[config.mk]
export PLATFORM = sky130hd
export DESIGN_NAME = tbrc_ratio
export DESIGN_NICKNAME = d
export VERILOG_FILES = /design/src/hw/rtl/tbrc_pkg.sv /design/src/hw/rtl/tbrc_ratio.sv
export SDC_FILE = /design/constraint.sdc
export NUM_CORES = 2
export LEC_CHECK = 0
export ABC_CLOCK_PERIOD_IN_PS = 3250
export BUFFER_PORTS_ARGS = -buffer_cell sky130_fd_sc_hd__buf_2
export CAP_MARGIN = 0
export CORE_ASPECT_RATIO = 0.8
export CORE_UTILIZATION = 60
export DETAILED_ROUTE_END_ITERATION = 10
export HOLD_SLACK_MARGIN = 0.05
export PLACE_DENSITY = 0.77
export RECOVER_POWER = 25
export SYNTH_ARGS = -nofsm -noshare
export SYNTH_HDL_FRONTEND = slang
export SYNTH_SLANG_ARGS = --single-unit
[constraint.sdc]
create_clock -name clk -period 3.25 [get_ports clk]
set_input_delay 0.4875 -clock clk [delete_from_list [all_inputs] [get_ports clk]]
set_output_delay 0.4875 -clock clk [all_outputs]
set_load 0.01 [all_outputs]
[src/hw/rtl/tbrc_pkg.sv]
// Shared types and constants for the track bend ratio check.
package tbrc_pkg;

	// CORDIC datapath: coordinates are scaled so that magnitudes stay below 2^40
	localparam int CORDIC_STEPS = 30;
	localparam int CORDIC_W     = 44;
	localparam int SCALE_EXP    = 40;

	localparam logic [31:0] HALF_TURN = 32'h8000_0000;

	// arctan(2^-i) in units of 2^-32 turn
	localparam logic [31:0] ATAN_TURN [CORDIC_STEPS] = '{
		32'h20000000, 32'h12E4051E, 32'h09FB385B, 32'h051111D4, 32'h028B0D43,
		32'h0145D7E1, 32'h00A2F61E, 32'h00517C55, 32'h0028BE53, 32'h00145F2F,
		32'h000A2F98, 32'h000517CC, 32'h00028BE6, 32'h000145F3, 32'h0000A2F9,
		32'h0000517D, 32'h000028BE, 32'h0000145F, 32'h00000A30, 32'h00000518,
		32'h0000028C, 32'h00000146, 32'h000000A3, 32'h00000051, 32'h00000029,
		32'h00000014, 32'h0000000A, 32'h00000005, 32'h00000003, 32'h00000001
	};

	localparam logic signed [31:0] RATIO_HI = 32'sh7FFF_FFFF;
	localparam logic signed [31:0] RATIO_LO = 32'sh8000_0000;

	// configuration register indexes
	localparam int CFG_IDX_W = 1;
	localparam logic [CFG_IDX_W-1:0] REG_RATIO_MIN = 1'b0;
	localparam logic [CFG_IDX_W-1:0] REG_RATIO_MAX = 1'b1;

	typedef struct packed {
		logic               compatible;
		logic signed [31:0] bend_ratio;
		logic               zero_divisor;
	} result_t;

endpackage

[src/hw/rtl/tbrc_ratio.sv]
// Bend angles, pipelined restoring divide, saturation and limit compare.
module tbrc_ratio #(
	parameter int ANGLE_BITS = 16
) (
	input  logic                         clk,
	input  logic                         arst_n,
	input  logic                         in_vld,
	input  logic        [ANGLE_BITS-1:0] a_out,
	input  logic        [ANGLE_BITS-1:0] a_mid,
	input  logic        [ANGLE_BITS-1:0] a_in,
	input  logic signed [31:0]           ratio_min,
	input  logic signed [31:0]           ratio_max,
	output logic                         out_vld,
	output tbrc_pkg::result_t            res
);

	localparam int A  = ANGLE_BITS;
	localparam int NB = ANGLE_BITS + 16;

	typedef struct packed {
		logic neg;
		logic b1_neg;
		logic b1_zero;
		logic b2_zero;
	} flags_t;

	logic [A-1:0]  b1, b2, b1_mag, b2_mag;
	logic [A-1:0]  rem_s  [0:NB];
	logic [NB-1:0] nq_s   [0:NB];
	logic [A-1:0]  den_s  [0:NB];
	flags_t        flg_s  [0:NB];
	logic          vld_s  [0:NB];

	assign b1     = a_out - a_mid;
	assign b2     = a_mid - a_in;
	assign b1_mag = b1[A-1] ? -b1 : b1;
	assign b2_mag = b2[A-1] ? -b2 : b2;

	always_ff @(posedge clk) begin
		rem_s[0]         <= '0;
		nq_s[0]          <= {b1_mag, 16'h0000};
		den_s[0]         <= b2_mag;
		flg_s[0].neg     <= b1[A-1] ^ b2[A-1];
		flg_s[0].b1_neg  <= b1[A-1];
		flg_s[0].b1_zero <= (b1 == '0);
		flg_s[0].b2_zero <= (b2 == '0);
	end

	always_ff @(posedge clk or negedge arst_n) begin
		if (!arst_n) begin
			vld_s[0] <= 1'b0;
		end else begin
			vld_s[0] <= in_vld;
		end
	end

	// one quotient bit per stage, magnitudes only
	for (genvar k = 0; k < NB; k++) begin : g_div
		logic [A:0] sh;
		logic       take;

		assign sh   = {rem_s[k], nq_s[k][NB-1]};
		assign take = sh >= {1'b0, den_s[k]};

		always_ff @(posedge clk) begin
			rem_s[k+1] <= take ? A'(sh - {1'b0, den_s[k]}) : sh[A-1:0];
			nq_s[k+1]  <= {nq_s[k][NB-2:0], take};
			den_s[k+1] <= den_s[k];
			flg_s[k+1] <= flg_s[k];
		end

		always_ff @(posedge clk or negedge arst_n) begin
			if (!arst_n) begin
				vld_s[k+1] <= 1'b0;
			end else begin
				vld_s[k+1] <= vld_s[k];
			end
		end
	end

	// sign and saturation
	logic [63:0]        qw;
	logic signed [31:0] ratio_f1;
	logic               zd_f1, zz_f1, vld_f1;
	flags_t             fl;

	assign qw = 64'(nq_s[NB]);
	assign fl = flg_s[NB];

	always_ff @(posedge clk) begin
		zd_f1 <= fl.b2_zero;
		zz_f1 <= fl.b2_zero && fl.b1_zero;
		if (fl.b2_zero) begin
			if (fl.b1_zero) begin
				ratio_f1 <= '0;
			end else if (fl.b1_neg) begin
				ratio_f1 <= tbrc_pkg::RATIO_LO;
			end else begin
				ratio_f1 <= tbrc_pkg::RATIO_HI;
			end
		end else if (fl.neg) begin
			ratio_f1 <= (qw > 64'h8000_0000) ? tbrc_pkg::RATIO_LO : -qw[31:0];
		end else begin
			ratio_f1 <= (qw > 64'h7FFF_FFFF) ? tbrc_pkg::RATIO_HI : qw[31:0];
		end
	end

	always_ff @(posedge clk or negedge arst_n) begin
		if (!arst_n) begin
			vld_f1  <= 1'b0;
			out_vld <= 1'b0;
		end else begin
			vld_f1  <= vld_s[NB];
			out_vld <= vld_f1;
		end
	end

	// limit compare, output register
	always_ff @(posedge clk) begin
		res.bend_ratio   <= ratio_f1;
		res.zero_divisor <= zd_f1;
		res.compatible   <= zd_f1 ? zz_f1
		                          : (ratio_f1 >= ratio_min) && (ratio_f1 <= ratio_max);
	end

endmodule

==> qor.csv <==
metric,value,unit
status,"finished, final reports clean",
number of max-cap violations,0,
clk_skew,0.05050,ns
Crit path depth,12,
dominant synthesized flop cell,dfxtp_1,
Ys Warns,0,
critical path's largest stage delay,0.45,ns
largest net degree at the start of global routing,37,
compound-cell area share of the yosys netlist,11.73,%
RePlAce Congestion,0.9070,
Via Count,48750,
initial antenna violation count,0,
"Clk Latency, worst-skew pair",0.80,ns
Synth Area in Simple Gates,9.759,%
CP Class,reg -> reg,
post-synthesis sequential area ratio,52.81,%
WP buf/inv,3,
Total GRT Usage,25.31,%
"commonest non-fill, non-tap cell in the layout",dfxtp_1,
# setup viols final,0,
final std cells w/o fill,8937,
Hold WS,0.1694,ns
Post-Syn Nets,7574,
VDD IR-drop max,685.7,µV
CP Launch Type,register,
Crit path max-delay family,compound AO/OA/AOI/OAI gates,
CP Data Required Time,3.94,ns
Synth Register Bits,1907,
CTS H-tree depth,4,
fin crit period,3.177,ns
DR pass1 iterations,6,
cts bufs inserted,169,
largest family of logic cells by synthesized area,compound AO/OA/AOI/OAI gates,
Starting Density,60.86,%
DP Wirelength,115500,µm
drt total wl,155700,µm
vias in the first global route,48630,
hold crit path type,in -> reg,
Core Rows,113,
Core Area,0.1193,mm²
final worst path period share,97.75,%
chip width,391.0,µm
Max Freq,0.3148,GHz
asr flop ratio synth,1.835,%
Synth Instances,6833,
# DRC,0,
DR vias/cell,5.455,
Most common cell on crit path,inv_1,
Post-synth EDFFs,0,
number of port buffers,149,
first-pass GRT wire length,248900,µm
"Avg Cell Area, Syn",10.63,µm²
post-synthesis cell type count,86,
Crit-path slowest cell,dfxtp_1,
gr ovfl total,0,
Final #Nets,7927,
1st-iter DRT viols,2882,
Clock Path Buffers,3,
"commonest cells after routing, fill and taps aside","dfxtp_1, inv_1, ha_1",
leakage power,38.15,nW
TritonCTS clock tree,built,
die height,313.2,µm
Die ar.,0.1224,mm²
# diodes,0,
Crit path arrival time,3.86,ns
area delta synth->final,12.71,%
Synth Area in Adders,11.12,%
Slew @ Worst Pin,1.049,ns
# IOs,150,
largest cells by area after synthesis,"dfxtp_1, ha_1, mux2_2",
layout cells sized above 1,12.98,%
unrepaired setup endpoints after global routing,false,
CP cell instances,inv_1 > ha_1 > nor2b_1 > o21ai_0 > a21boi_1 > o31ai_2 > a21oi_1 > o221ai_1 > a21o_1 > inv_1 > buf_4 > mux2_2,
post-route ant nets,0,
Final Max Tran Viols,0,
CTS Sinks,1907,
Rel. slew slack,29.59,%
Yosys top cell by area,dfxtp_1,
worst hold path depth,4,
routed len/inst,17.42,µm
Pwr Density,1274,mW/mm²
Synth top area share,51.61,%
"Hold Vio Cnt, Final",0,
Root Driver,clkbuf_16,
crit-path max FO,14,
R2R cell count,12,
post-synthesis mux area share,5.732,%
crit end category,register,
Cells after DPL,8620,
clock slew at the register clock pins of the worst setup and hold paths,0.07,ns
Netlist Area Pre-Place,0.07262,mm²
Post-Synth XOR/XNOR Area,4.318,%
## flip-flops by register name, indices dropped and copies added, names as in the netlist
name      flops
vld_s        33
flg_s       132
ratio_f1     32
rem_s       496
den_s       512
res          34
vld_f1        1
zz_f1         1
zd_f1         1
nq_s        664
out_vld       1
## routing by layer
layer  track usage, %  up-vias  wire (µm)
met5                0        -          0
met4            12.41        0       7149
met3            3.648      347       6901
met2            44.27     1251      75570
met1            30.43    22870      66090
li1                 -    24280          -
## synth_stat cells (28+ instances only)
cell,number
a211oi_1,49
a21boi_0,32
a21o_1,201
a21oi_1,345
a31oi_1,77
and3_1,40
buf_2,28
clkbuf_1,32
dfrtp_1,35
dfxtp_1,1872
fa_1,32
ha_1,594
inv_1,791
mux2_2,314
mux2i_1,57
nand2_1,231
nand2b_1,90
nand3_1,88
nand4_1,82
nor2_1,423
nor2b_1,75
nor3_1,167
nor4_1,32
o211ai_1,33
o21a_1,36
o21ai_0,220
o21bai_1,28
o31ai_1,49
or2_2,47
xnor2_1,224
xor2_1,134
## power by group
part | total [mW] | switching [mW] | internal (mW)
registers | 37.1 | 5.16 | 32.0
logic | 46.3 | 24.5 | 21.9
clock network | 20.8 | 8.97 | 11.8
## through the flow
stage	setup TNS [ns]	setup WS, ns	power, mW	instance area (µm²)	utilization (%)
after global routing	0	0.01181	111.6	81850	68.59
after detailed placement	-0.3101	-0.1038	82.58	75810	63.53
final	0	0.07328	104.3	81850	68.59
after floorplan	0	0.1706	70.82	72620	-
after global placement	-0.2173	-0.07984	81.00	75810	63.53
after CTS	0	0.004843	104.2	81770	68.52
## worst paths after layout
| path | slack [ns] | start | to |
|---|---|---|---|
| worst max-delay path | 0.07 | den_s[0][321] | rem_s[0][341] |
| worst min-delay path | 0.17 | a_mid[0] | den_s[0][0] |
| worst max register to register | 0.07 | den_s[0][321] | rem_s[0][341] |
| worst min register to register | 0.29 | flg_s[7][0] | flg_s[8][0] |
| max in group asynchronous | 2.51 | arst_n | vld_s[30] |
| min in group asynchronous | 0.27 | arst_n | vld_f1 |
## worst min-delay path: stages
cell and delay [ns]:
buf_2 0.10, inv_1 0.06, ha_1 0.21, inv_1 0.06
## layout make-up
cell class / count / area [µm²]
tap: 1610 / 2014
fill: 8811 / 37480
clock inverter: 95 / 1247
multi-input combinational: 4066 / 31010
timing repair buffer: 249 / 1554
inverter: 793 / 2984
clock buffer: 217 / 4682
sequential: 1907 / 38350
## what timing repair did
item,CTS,global route
hold endpoints to repair,37,0
hold buffers,3,0
setup endpoints to repair,0,96
setup buffers,0,2
gates resized for setup,0,17
## logic make-up (layout without fill, tap and decap cells)
kind of cell / after synthesis / after routing
buffers and inverters: 860 / 1354
XOR/XNOR: 358 / 358
adder cells (fa/ha/maj): 626 / 626
multiplexers: 376 / 376
flip-flops: 1907 / 1907
AND/OR/NAND/NOR: 1409 / 1409
AO/OA/AOI/OAI: 1297 / 1297
(Power assumes the default switching activity.)
